--- config.mk ---
export PLATFORM = sky130hd
export DESIGN_NAME = dsm_queue
export DESIGN_NICKNAME = d
export VERILOG_FILES = /design/src/rtl/core/dsm_pkg.sv /design/src/rtl/core/dsm_queue.sv
export SDC_FILE = /design/constraint.sdc
export NUM_CORES = 1
export LEC_CHECK = 0
export BUFFER_PORTS_ARGS = -buffer_cell sky130_fd_sc_hd__buf_2
export CAP_MARGIN = 10
export CORE_ASPECT_RATIO = 0.6
export CORE_UTILIZATION = 59
export CTS_BUF_LIST = sky130_fd_sc_hd__clkbuf_2 sky130_fd_sc_hd__clkbuf_4 sky130_fd_sc_hd__clkbuf_8
export DETAILED_ROUTE_END_ITERATION = 16
export PLACE_DENSITY = 0.82
export SLEW_MARGIN = 10
export SYNTH_ARGS = -nofsm -noshare
export SYNTH_HDL_FRONTEND = slang
export SYNTH_SLANG_ARGS = --single-unit
--- constraint.sdc ---
create_clock -name clk_i -period 8.5 [get_ports clk_i]
set_input_delay 1.275 -clock clk_i [delete_from_list [all_inputs] [get_ports clk_i]]
set_output_delay 1.275 -clock clk_i [all_outputs]
set_load 0.05 [all_outputs]
--- src/rtl/core/dsm_pkg.sv ---
// Package for the direction sample mapper: fixed-point constants, item types,
// the CORDIC angle table and the shared square-root and output rounding steps.
// No dependencies.
package dsm_pkg;

  // Internal fixed-point format is Q.30
  localparam int IFRAC = 30;
  localparam logic signed [63:0] IONE = 64'sd1 <<< IFRAC;
  localparam int CORDIC_STEPS = 30;
  localparam int SQRT_STEPS = 31;
  localparam logic [31:0] CORDIC_GAIN_INV = 32'd652032874;
  localparam logic [30:0] HALF_PI_Q30 = 31'd1686629713;
  localparam logic signed [36:0] OUT_MAX = 37'sd8388607;
  localparam logic signed [36:0] OUT_MIN = -37'sd8388608;

  // Defaults for the top-level parameters
  localparam int DEF_RANDOM_BITS = 24;
  localparam int DEF_OUT_FRAC_BITS = 22;

  // Depth of the queue between front and back
  localparam int Q_DEPTH = 4;

  // Register codes of the sample_mode register
  localparam logic [2:0] MODE_DISK = 3'd0;
  localparam logic [2:0] MODE_UHEM = 3'd1;
  localparam logic [2:0] MODE_UCAP = 3'd2;
  localparam logic [2:0] MODE_CCAP = 3'd3;
  localparam logic [2:0] MODE_CHEM = 3'd4;

  // Configuration register index
  typedef enum logic [0:0] {
    CFG_SAMPLE_MODE = 1'b0,
    CFG_CAP_COS_MAX = 1'b1
  } cfg_idx_e;

  // Mapping an item takes after decode
  typedef enum logic [2:0] {
    KIND_DISK,
    KIND_UHEM,
    KIND_UCAP,
    KIND_CCAP,
    KIND_CHEM,
    KIND_ZERO
  } kind_e;

  typedef struct packed {
    logic [23:0] u_frac;
    logic [23:0] v_frac;
  } in_item_t;

  typedef struct packed {
    logic signed [23:0] dir_x;
    logic signed [23:0] dir_y;
    logic signed [23:0] dir_z;
  } out_item_t;

  // Classified item handed from front to back
  typedef struct packed {
    kind_e              kind;
    logic [29:0]        u;
    logic [31:0]        turn;
    logic signed [31:0] c;
  } cls_t;

  // Remainder and partial root of the bitwise square root
  typedef struct packed {
    logic [61:0] n;
    logic [61:0] res;
  } sq_t;

  localparam logic [31:0] ATAN_TAB [CORDIC_STEPS] = '{
    32'd843314856, 32'd497837829, 32'd263043836, 32'd133525158, 32'd67021686,
    32'd33543515, 32'd16775850, 32'd8388437, 32'd4194282, 32'd2097149,
    32'd1048575, 32'd524288, 32'd262144, 32'd131072, 32'd65536,
    32'd32768, 32'd16384, 32'd8192, 32'd4096, 32'd2048,
    32'd1024, 32'd512, 32'd256, 32'd128, 32'd64,
    32'd32, 32'd16, 32'd8, 32'd4, 32'd2
  };

  // One root bit: bit weight is 4^k
  function automatic sq_t sqrt_step(sq_t s, int k);
    sq_t         o;
    logic [61:0] b;
    logic [61:0] t;
    b = 62'd1 << (2 * k);
    t = s.res + b;
    if (s.n >= t) begin
      o.n   = s.n - t;
      o.res = (s.res >> 1) + b;
    end else begin
      o.n   = s.n;
      o.res = s.res >> 1;
    end
    return o;
  endfunction

  // Round half up from Q.30 by sh bits, then saturate to 24 bits
  function automatic logic signed [23:0] round_sat(logic signed [35:0] v, int sh);
    logic signed [36:0] w;
    w = 37'(v);
    if (sh > 0) begin
      w = (w + (37'sd1 <<< (sh - 1))) >>> sh;
    end
    if (w > OUT_MAX) begin
      w = OUT_MAX;
    end
    if (w < OUT_MIN) begin
      w = OUT_MIN;
    end
    return w[23:0];
  endfunction

endpackage

--- src/rtl/core/dsm_queue.sv ---
// Short queue of classified items between front and back.
// Depends on dsm_pkg.
module dsm_queue (
  input  logic          clk_i,
  input  logic          rst_ni,
  input  logic          push_i,
  input  dsm_pkg::cls_t push_data_i,
  output logic          full_o,
  input  logic          pop_i,
  output logic          valid_o,
  output dsm_pkg::cls_t pop_data_o
);

  localparam int PW = $clog2(dsm_pkg::Q_DEPTH);

  dsm_pkg::cls_t mem_q [dsm_pkg::Q_DEPTH];
  logic [PW-1:0] wp_q;
  logic [PW-1:0] rp_q;
  logic [PW:0]   cnt_q;
  logic          do_push;
  logic          do_pop;

  assign full_o     = (cnt_q == (PW+1)'(dsm_pkg::Q_DEPTH));
  assign valid_o    = (cnt_q != '0);
  assign pop_data_o = mem_q[rp_q];
  assign do_push    = push_i && !full_o;
  assign do_pop     = pop_i && valid_o;

  // Advance pointers and count
  always_ff @(posedge clk_i or negedge rst_ni) begin
    if (!rst_ni) begin
      wp_q  <= '0;
      rp_q  <= '0;
      cnt_q <= '0;
    end else begin
      if (do_push) begin
        wp_q <= wp_q + 1'b1;
      end
      if (do_pop) begin
        rp_q <= rp_q + 1'b1;
      end
      if (do_push && !do_pop) begin
        cnt_q <= cnt_q + 1'b1;
      end else if (!do_push && do_pop) begin
        cnt_q <= cnt_q - 1'b1;
      end
    end
  end

  always_ff @(posedge clk_i) begin
    if (do_push) begin
      mem_q[wp_q] <= push_data_i;
    end
  end

endmodule

==> results.md <==
* Root Buffer Master: clkbuf_8
* CTS Buffer Depth at 3
* Initial antenna violation count at 9
* Syn nets at 649
* Synth Instances at approximately 540
* Port bufs at roughly 200
* Nets at 886
* Worst Setup EP: pop_data_o[17]
* RR Startpoint: cnt_q[2]
* Starting DRT DRC Count at between 500 and 600
* H-tree levels at 2
* Routed WL at 27050 um
* Largest net degree at the start of global routing at 64
* Combinational cell fraction of total power at 0.386
* CP endpoint kind: output port
* Vias in the first global route at 6936
* Wire per inst at around 24 um
* Setup Skew at between 0.015 and 0.02 ns
* Total global-route track usage at 0.2237
* Vias at 6574
* Flop pwr share at 0.408
* Fin util at 0.7120
* CP max-delay cell: dfrtp_4
* Syn avg cell area at around 27 um^2
* # Post-CTS Setup Buffers at 0
* Netlist cell types at 22
* Synth area leaders: edfxtp_1 (81%), mux4_2 (15%), dfrtp_1 (1.2%)
* Remaining Overflow, GRT at 0
* Slew headroom at 0.3701
* Min cycle time layout at 4.323 ns
* CTS buffer count at 52
* Setup crit start kind: flip-flop
* Switching pwr at 0.002673 W
* Peak supply drop at between 0.0002 and 0.0003 V
* Critical-path cell list: buf_4 > mux4_2 > buf_2
* CTS sink count at approximately 400
* Lkg Pwr at 5.727 nW
* RePlAce Congestion at 0.7454
* CP peak stage delay at approximately 0.85 ns
* Die outline height at roughly 120 um
* Setup tns final at 0 ns
* WP data arrival at ~3 ns
* First-pass GRT wire length at slightly above 40000 um
* TritonCTS clock tree: done
* Die area at between 0.02 and 0.03 mm^2
* Slew Viols, Final at 0
* Worst slew pin tran at 0.9449 ns
* Starting Density at 0.6125
* Crit Path Max Fanout at 35
* Die Span X at between 200 and 250 um
* Post-route antenna net violation count at 0
* Power Dens Cells at approximately 400 mW/mm^2
* Status: finished, final reports clean
* Hold-fix buffers, CTS at 0
* Fmax at 0.2313 GHz
* Reg2reg setup slack at 5.53 ns
* Hold Fails Final Rpt at 0
* First-pass DRT Iterations at 5
* Remaining DRCs at 0
* Crit Path Class: reg -> out
* Skew-Pair Late Insertion Delay at 0.58 ns
* Mapped cell area at 0.01440 mm^2
* Share of cells above drive strength 1 at 0.4817
* Setup violators final at 0
* Total number of yosys warnings at 0
* Switching Share at 0.3970
* Unrepaired setup endpoints after global routing: no
* CP required at 7.22 ns
* Sequential cell area fraction in the yosys report at 0.8212
* Synth-to-Final Area Change at 16.24%
* # IOs at 200
* Placed instance count at ~1000
* Total internal power at between 0.004 and 0.005 W
* Worst Hold Class: in -> async
* CP Launch Point: rp_q[0]
* Core region area at 0.02351 mm^2
* PostCTS Resize Cnt at 0
* Final Cycle Share at 0.5086
* Top cell type by total area after synthesis: edfxtp_1
* Reg2Reg Depth at 4
* Clk pin slew, worst setup/hold paths at 0.06 ns
* Share of the synthesized area in the top cell type at 0.8090
* Final Instance Count excl. Fillers at 1140
* Post-synthesis register bit count at 395
* Drt via density at between 5 and 6
* Clock power share at 0.206
* Row count at 43
* Worst r2r dst: mem_q[1][56]
* Max cap viols at 0
* Detailed Place HPWL at 16410 um
* Final Hold Slack at slightly above 0.5 ns
## cells in the final DEF (no fill, tap or decap), drive strengths merged
master	instances
and2	4
buf	206
bufinv	1
clkbuf	76
clkinv	16
clkinvlp	2
dfrtp	7
diode	5
edfxtp	388
fa	1
ha	5
inv	3
mux2	2
mux4	97
nand2	1
nand3	1
nor2	1
nor2b	1
nor3b	1
or3	1
xnor2	4
xor2	2
## power by group through the flow
stage / combinational [W] / clock (W) / sequential, W
after floorplan: 0.00215 / 0 / 0.00270
after global placement: 0.00259 / 0 / 0.00276
after detailed placement: 0.00262 / 0 / 0.00280
after CTS: 0.00263 / 0.00141 / 0.00276
after global routing: 0.00271 / 0.00149 / 0.00279
final: 0.00260 / 0.00139 / 0.00275
## routing by layer
metal / vias to the layer above / GRT usage / part of all wire
met3: 42 / 0.07723 / 0.099
met2: 284 / 0.3314 / 0.47
met4: 6 / 0.06156 / 0.014
met5: - / 0 / 0.0017
met1: 3418 / 0.3226 / 0.42
li1: 2824 / - / -
## state kept, by name (all words and copies together), names as in the netlist
name and flops:
rp_q 2, wp_q 2, mem_q 388, cnt_q 3
## worst min path at each step
stage | startpoint | endpoint | cells after the start
4_1_cts | rst_ni | wp_q[0] | 1
3_3_place_gp | cnt_q[2] | cnt_q[2] | 1
5_1_grt | rst_ni | wp_q[0] | 1
6_report | rst_ni | wp_q[0] | 1
2_1_floorplan | cnt_q[2] | cnt_q[2] | 1
3_5_place_dp | cnt_q[2] | cnt_q[2] | 1
## Yosys cell counts
cell        n
edfxtp_1  388
mux4_2     97
buf_4       8
dfrtp_1     7
buf_2       6
clkbuf_1    6
ha_1        5
and2_1      4
xnor2_1     4
inv_1       3
mux2_2      2
xor2_1      2
buf_12      1
buf_6       1
buf_8       1
fa_1        1
nand2_1     1
nand3_1     1
nor2_1      1
nor2b_1     1
nor3b_2     1
or3_1       1
## cell families after synthesis
logic type / share of synthesized area
flip-flops: 0.8212
multiplexers: 0.1533
buffers and inverters: 0.01182
AND/OR/NAND/NOR: 0.004343
XOR/XNOR: 0.003649
adder cells (fa/ha/maj): 0.005734
## metrics by stage
step	total power [W]	area, um^2	setup WS [ns]
2_1_floorplan	0.004852	14400	4.231
3_3_place_gp	0.005354	15700	4.686
3_5_place_dp	0.005419	15700	4.695
4_1_cts	0.006805	16730	4.047
5_1_grt	0.007000	16730	3.930
6_report	0.006733	16740	4.177
## final cells by class
| class | count | area, um^2 |
|---|---|---|
| antenna | 5 | 12.51 |
| clock buffer | 76 | 914.6 |
| clock inverter | 19 | 110.1 |
| fill | 1314 | 6771 |
| inverter | 3 | 11.26 |
| multi-input combinational | 121 | 2415 |
| sequential | 395 | 11830 |
| tap | 315 | 394.1 |
| timing repair buffer | 206 | 1049 |
## worst max-delay path: cells and delay by family (launching register included)
kind / cells / cell delay (ns)
buffers and inverters: 2 / 0.91
flip-flops: 1 / 0.85
multiplexers: 1 / 0.66
No activity file was read; power rests on OpenSTA's default activity.
