## config.mk

```make
export PLATFORM = sky130hd
export DESIGN_NAME = dsm_front
export DESIGN_NICKNAME = d
export VERILOG_FILES = /design/src/rtl/core/dsm_pkg.sv /design/src/rtl/core/dsm_front.sv
export SDC_FILE = /design/constraint.sdc
export NUM_CORES = 1
export LEC_CHECK = 0
export ABC_AREA = 1
export BUFFER_PORTS_ARGS = -buffer_cell sky130_fd_sc_hd__buf_2
export CAP_MARGIN = 20
export CORE_MARGIN = 10
export CORE_UTILIZATION = 35
export CTS_CLUSTER_DIAMETER = 200
export CTS_CLUSTER_SIZE = 24
export DETAILED_ROUTE_END_ITERATION = 16
export PLACE_DENSITY_LB_ADDON = 0.2
export SLEW_MARGIN = 20
export SYNTH_ARGS = -nofsm -noshare
export SYNTH_HDL_FRONTEND = slang
export SYNTH_SLANG_ARGS = --single-unit
```

## constraint.sdc

```tcl
create_clock -name clk_i -period 4.2 [get_ports clk_i]
set_clock_uncertainty 0.1 [all_clocks]
set_input_delay 0.42 -clock clk_i [delete_from_list [all_inputs] [get_ports clk_i]]
set_output_delay 0.42 -clock clk_i [all_outputs]
set_load 0.03 [all_outputs]
```

## src/rtl/core/dsm_pkg.sv

```systemverilog
// Package for the direction sample mapper: fixed-point constants, item types,
// the CORDIC angle table and the shared square-root and output rounding steps.
// No dependencies.
package dsm_pkg;

  // Internal fixed-point format is Q.30
  localparam int IFRAC = 30;
  localparam logic signed [63:0] IONE = 64'sd1 <<< IFRAC;
  localparam int CORDIC_STEPS = 30;
  localparam int SQRT_STEPS = 31;
  localparam logic [31:0] CORDIC_GAIN_INV = 32'd652032874;
  localparam logic [30:0] HALF_PI_Q30 = 31'd1686629713;
  localparam logic signed [36:0] OUT_MAX = 37'sd8388607;
  localparam logic signed [36:0] OUT_MIN = -37'sd8388608;

  // Defaults for the top-level parameters
  localparam int DEF_RANDOM_BITS = 24;
  localparam int DEF_OUT_FRAC_BITS = 22;

  // Depth of the queue between front and back
  localparam int Q_DEPTH = 4;

  // Register codes of the sample_mode register
  localparam logic [2:0] MODE_DISK = 3'd0;
  localparam logic [2:0] MODE_UHEM = 3'd1;
  localparam logic [2:0] MODE_UCAP = 3'd2;
  localparam logic [2:0] MODE_CCAP = 3'd3;
  localparam logic [2:0] MODE_CHEM = 3'd4;

  // Configuration register index
  typedef enum logic [0:0] {
    CFG_SAMPLE_MODE = 1'b0,
    CFG_CAP_COS_MAX = 1'b1
  } cfg_idx_e;

  // Mapping an item takes after decode
  typedef enum logic [2:0] {
    KIND_DISK,
    KIND_UHEM,
    KIND_UCAP,
    KIND_CCAP,
    KIND_CHEM,
    KIND_ZERO
  } kind_e;

  typedef struct packed {
    logic [23:0] u_frac;
    logic [23:0] v_frac;
  } in_item_t;

  typedef struct packed {
    logic signed [23:0] dir_x;
    logic signed [23:0] dir_y;
    logic signed [23:0] dir_z;
  } out_item_t;

  // Classified item handed from front to back
  typedef struct packed {
    kind_e              kind;
    logic [29:0]        u;
    logic [31:0]        turn;
    logic signed [31:0] c;
  } cls_t;

  // Remainder and partial root of the bitwise square root
  typedef struct packed {
    logic [61:0] n;
    logic [61:0] res;
  } sq_t;

  localparam logic [31:0] ATAN_TAB [CORDIC_STEPS] = '{
    32'd843314856, 32'd497837829, 32'd263043836, 32'd133525158, 32'd67021686,
    32'd33543515, 32'd16775850, 32'd8388437, 32'd4194282, 32'd2097149,
    32'd1048575, 32'd524288, 32'd262144, 32'd131072, 32'd65536,
    32'd32768, 32'd16384, 32'd8192, 32'd4096, 32'd2048,
    32'd1024, 32'd512, 32'd256, 32'd128, 32'd64,
    32'd32, 32'd16, 32'd8, 32'd4, 32'd2
  };

  // One root bit: bit weight is 4^k
  function automatic sq_t sqrt_step(sq_t s, int k);
    sq_t         o;
    logic [61:0] b;
    logic [61:0] t;
    b = 62'd1 << (2 * k);
    t = s.res + b;
    if (s.n >= t) begin
      o.n   = s.n - t;
      o.res = (s.res >> 1) + b;
    end else begin
      o.n   = s.n;
      o.res = s.res >> 1;
    end
    return o;
  endfunction

  // Round half up from Q.30 by sh bits, then saturate to 24 bits
  function automatic logic signed [23:0] round_sat(logic signed [35:0] v, int sh);
    logic signed [36:0] w;
    w = 37'(v);
    if (sh > 0) begin
      w = (w + (37'sd1 <<< (sh - 1))) >>> sh;
    end
    if (w > OUT_MAX) begin
      w = OUT_MAX;
    end
    if (w < OUT_MIN) begin
      w = OUT_MIN;
    end
    return w[23:0];
  endfunction

endpackage

```

## src/rtl/core/dsm_front.sv

```systemverilog
// Front of the direction sample mapper: configuration registers, input
// register and item classification. Depends on dsm_pkg.
module dsm_front #(
  parameter int RANDOM_BITS = dsm_pkg::DEF_RANDOM_BITS
) (
  input  logic                clk_i,
  input  logic                rst_ni,
  input  logic                cfg_we_i,
  input  dsm_pkg::cfg_idx_e   cfg_idx_i,
  input  logic [23:0]         cfg_wdata_i,
  input  logic                in_valid_i,
  output logic                in_stall_o,
  input  dsm_pkg::in_item_t   in_item_i,
  output logic                push_o,
  output dsm_pkg::cls_t       push_data_o,
  input  logic                full_i
);

  localparam int UW    = (RANDOM_BITS < 24) ? RANDOM_BITS : 24;
  localparam int USH_L = (RANDOM_BITS < dsm_pkg::IFRAC) ? dsm_pkg::IFRAC - RANDOM_BITS : 0;
  localparam int USH_R = (RANDOM_BITS > dsm_pkg::IFRAC) ? RANDOM_BITS - dsm_pkg::IFRAC : 0;
  localparam int VSH   = 32 - RANDOM_BITS;

  logic [2:0]         mode_q;
  logic signed [23:0] cap_q;
  logic               f_v_q;
  dsm_pkg::cls_t      f_q;
  dsm_pkg::cls_t      cls_d;
  logic               f_ready;
  logic [63:0]        u_ext;
  logic [63:0]        v_ext;
  logic signed [31:0] c_wide;

  // Write configuration
  always_ff @(posedge clk_i or negedge rst_ni) begin
    if (!rst_ni) begin
      mode_q <= dsm_pkg::MODE_DISK;
      cap_q  <= '0;
    end else if (cfg_we_i) begin
      unique case (cfg_idx_i)
        dsm_pkg::CFG_SAMPLE_MODE: mode_q <= cfg_wdata_i[2:0];
        dsm_pkg::CFG_CAP_COS_MAX: cap_q  <= cfg_wdata_i;
        default: ;
      endcase
    end
  end

  // Align fractions, clamp cap cosine, decode mode
  always_comb begin
    u_ext = 64'(in_item_i.u_frac[UW-1:0]);
    v_ext = 64'(in_item_i.v_frac[UW-1:0]);
    cls_d.u    = 30'((u_ext << USH_L) >> USH_R);
    cls_d.turn = 32'(v_ext << VSH);
    c_wide = 32'(cap_q) <<< 8;
    if (c_wide > 32'(dsm_pkg::IONE)) begin
      cls_d.c = 32'(dsm_pkg::IONE);
    end else if (c_wide < -32'(dsm_pkg::IONE)) begin
      cls_d.c = -32'(dsm_pkg::IONE);
    end else begin
      cls_d.c = c_wide;
    end
    unique case (mode_q)
      dsm_pkg::MODE_DISK: cls_d.kind = dsm_pkg::KIND_DISK;
      dsm_pkg::MODE_UHEM: cls_d.kind = dsm_pkg::KIND_UHEM;
      dsm_pkg::MODE_UCAP: cls_d.kind = dsm_pkg::KIND_UCAP;
      dsm_pkg::MODE_CCAP: cls_d.kind = dsm_pkg::KIND_CCAP;
      dsm_pkg::MODE_CHEM: cls_d.kind = dsm_pkg::KIND_CHEM;
      default:            cls_d.kind = dsm_pkg::KIND_ZERO;
    endcase
  end

  // Hold the item until the queue takes it
  assign f_ready    = !f_v_q || !full_i;
  assign in_stall_o = !f_ready;
  assign push_o     = f_v_q && !full_i;
  assign push_data_o = f_q;

  always_ff @(posedge clk_i or negedge rst_ni) begin
    if (!rst_ni) begin
      f_v_q <= 1'b0;
    end else if (f_ready) begin
      f_v_q <= in_valid_i;
    end
  end

  always_ff @(posedge clk_i) begin
    if (f_ready && in_valid_i) begin
      f_q <= cls_d;
    end
  end

endmodule

```

==> out/qor.csv <==
stage,metric,value,unit
power_and_ir_drop,Max VDD drop,0.190,mV
worst_setup_path,CP max stage delay,0.71,ns
timing,Slew headroom,37.2,%
cts,post-cts gate resize count,0,
synthesis,Avg Inst Size Synth,13.8,µm²
floorplanning,die area,15400,µm²
cells_and_area,"non-filler cells, final",575,
job,MaxCap Viol Count,0,
cts,Clk Tree Root Cell,clkbuf_8,
worst_setup_path,WP data arrival,1.75,ns
timing,Setup WS post-layout,2.33,ns
grt,largest net degree at the start of global routing,76,
worst_setup_path,CP Launch Type,flop,
cells_and_area,nets,512,
cells_and_area,"commonest cells after routing, fill and taps aside","buf_2, edfxtp_1, nor2_1, inv_1, dfrtp_1",
cts,"Clk pin slew, worst setup/hold paths",0.11,ns
synthesis,Post-Syn Area,3800,µm²
worst_hold_path,hold path depth,1,
cells_and_area,ANT cells,0,
worst_hold_path,Hold Path Sink,push_data_o[78],
grt,gr ovfl total,0,
cts,cts bufs inserted,9,
place,Placer Congestion,0.802,
cells_and_area,share of layout cells above drive strength 1,44.2,%
floorplanning,core area,10500,µm²
grt,first-pass GRT wire length,14200,µm
cells_and_area,Area Overhead vs Synth,27.3,%
cts,CTS tree,yes,
route,TritonRoute pass-1 iters,4,
synthesis,sequential area share after synthesis,77.7,%
grt,antenna violations before repair,0,
timing,count of final setup violators,0,
cells_and_area,Util after Layout,46.3,%
synthesis,Synth Instances,276,
worst_hold_path,Hold Path Class,in2reg,
route,via count,2410,
cts,clock sinks,103,
floorplanning,Initial Util,36.3,%
cells_and_area,Fillers,1015,
worst_setup_path,FF-to-FF End,push_data_o[19],
synthesis,Yosys cell types,17,
route,number of vias per cell,4.19,
place,placed cell count,558,
route,DR DRC count,0,
timing,final cycle utilization of the critical path,44.4,%
worst_setup_path,reg2reg path depth,4,
floorplanning,Top Ports,177,
place,dpl hpwl,7050,µm
timing,"Min Clock Period, post-route",1.87,ns
synthesis,number of flops mapped to enable cells by yosys,75,
power_and_ir_drop,clock group share of total power,28.4,%
worst_hold_path,hold path startpoint,in_item_i[32],
worst_setup_path,critical path type,reg2reg,
floorplanning,overall die width,124,µm
outcome,status,finished clean,
timing,setup TNS,0,ns
route,ANT nets after route,0,
timing,worst-margin pin slew,0.941,ns
floorplanning,Row Count,37,
worst_setup_path,CP endpoint kind,flop,
synthesis,predominant post-synthesis flop cell,edfxtp_1,
cells_and_area,"most common cell after layout, fill and taps aside",buf_2,
worst_setup_path,worst reg2reg startpoint,f_v_q,
timing,fmax,0.536,GHz
worst_setup_path,r2r setup slk,2.33,ns
cts,clk_lat worst skew,0.36,ns
place,Place WS,2.18,ns
cts,H-tree depth,3,
power_and_ir_drop,sw frac,28.9,%
power_and_ir_drop,internal power,1.58,mW
timing,final hold viol count,0,
synthesis,Synthesis Warnings,0,
place,Port Buf Inserts,154,
grt,GRT Total Usage,11.5,%
power_and_ir_drop,Sw Pwr,0.643,mW
route,Post-Route WL,9150,µm
timing,RSZ-0062 raised after global routing,false,
route,mean routed wirelength per cell,15.9,µm
floorplanning,Die H,124,µm
power_and_ir_drop,register share of total power,55.2,%
cts,clock buffer depth,2,
worst_setup_path,crit path max fanout,75,
power_and_ir_drop,LEAKAGE,2.22,nW
worst_setup_path,Required @ worst endpoint,4.08,ns
timing,Final Max Slew Viols,0,
cts,Post-CTS Hold Buffers,1,
power_and_ir_drop,Pwr per Cell Area,460,nW/µm²
synthesis,register bit count reported by yosys,103,
worst_setup_path,CP max stage cell,buf_4,
cts,setup bufs post-CTS,0,
synthesis,Post-synth ARST share,27.2,%
power_and_ir_drop,combinational share of power,16.4,%
grt,vias in the first global route,2569,
worst_setup_path,CP cell instances,nand2_1 > inv_1 > nor2_4 > buf_4,
route,DR iter-0 viols,199,
-- worst max path at each step --
| stage | startpoint | end | cells past startpoint |
|---|---|---|---|
| detailed placement | full_i | push_data_o[42] | 5 |
| floorplan | full_i | push_data_o[10] | 3 |
| global placement | full_i | push_data_o[70] | 5 |
| global route | f_v_q | push_data_o[94] | 4 |
| CTS | f_v_q | push_data_o[46] | 4 |
| finish | f_v_q | push_data_o[19] | 4 |
-- routing by layer --
| metal | vias up | wire (µm) | track usage (%) |
|---|---|---|---|
| li1 | 1170 | - | - |
| met4 | 0 | 110 | 3.48 |
| met3 | 11 | 891 | 5.01 |
| met5 | - | 0 | 0 |
| met2 | 138 | 3890 | 16.8 |
| met1 | 1091 | 4260 | 15.1 |
-- critical path, delay by kind of cell (launching register included) --
family                 cells  cell delay (ns)
AND/OR/NAND/NOR            2             0.16
buffers and inverters      2             0.78
flip-flops                 1             0.40
-- through the flow --
step	power, mW	instance area (µm²)	hold slack [ns]
floorplan	1.52	3880	0.0244
detailed placement	1.62	4630	0.374
CTS	2.26	4840	0.110
global route	2.34	4840	0.0981
finish	2.22	4840	0.133
global placement	1.62	4630	0.369
-- power groups by stage --
stage | clock network, mW | registers, mW | logic [mW]
6_report | 0.631 | 1.23 | 0.364
3_3_place_gp | 0 | 1.25 | 0.367
2_1_floorplan | 0 | 1.36 | 0.162
3_5_place_dp | 0 | 1.25 | 0.371
5_1_grt | 0.702 | 1.24 | 0.400
4_1_cts | 0.656 | 1.23 | 0.371
-- logic make-up (layout without fill, tap and decap cells) --
family          count (synthesis)  after routing  synth area share [%]
compound gates                 28             28                  3.75
buf+inv                        63            205                  8.88
flops                         103            103                  77.7
other cells                     1             22                0.0986
simple gates                   81             81                  9.61
-- cell type report --
type                            count  area [µm²]  share of cell area [%]
Clock inverter                      7        78.8                    1.63
Clock buffer                        9         124                    2.56
Inverter                           32         120                    2.48
Multi-Input combinational cell    131         598                    12.4
Sequential cell                   103        2950                    61.0
Timing Repair Buffer              157         796                    16.4
Tap cell                          136         170                    3.52
-- cells in the mapped netlist (2+ instances only) --
cell type  count  area share [%]
edfxtp_1      75              59
nor2_1        39             3.8
inv_1         32             3.2
dfrtp_1       28              18
buf_4         22             4.3
a21oi_1       21             2.8
nor2_2        20             3.3
nand2_1       19             1.9
o21ai_0        6            0.79
clkbuf_1       4            0.39
buf_2          3            0.39
buf_6          2            0.59
-- state kept, by name, summed over array words and instances, names as in the netlist --
register and count:
push_data_o 75, cap_q 24, mode_q 3, f_v_q 1
Note: power is estimated with default switching activity, not from simulation.
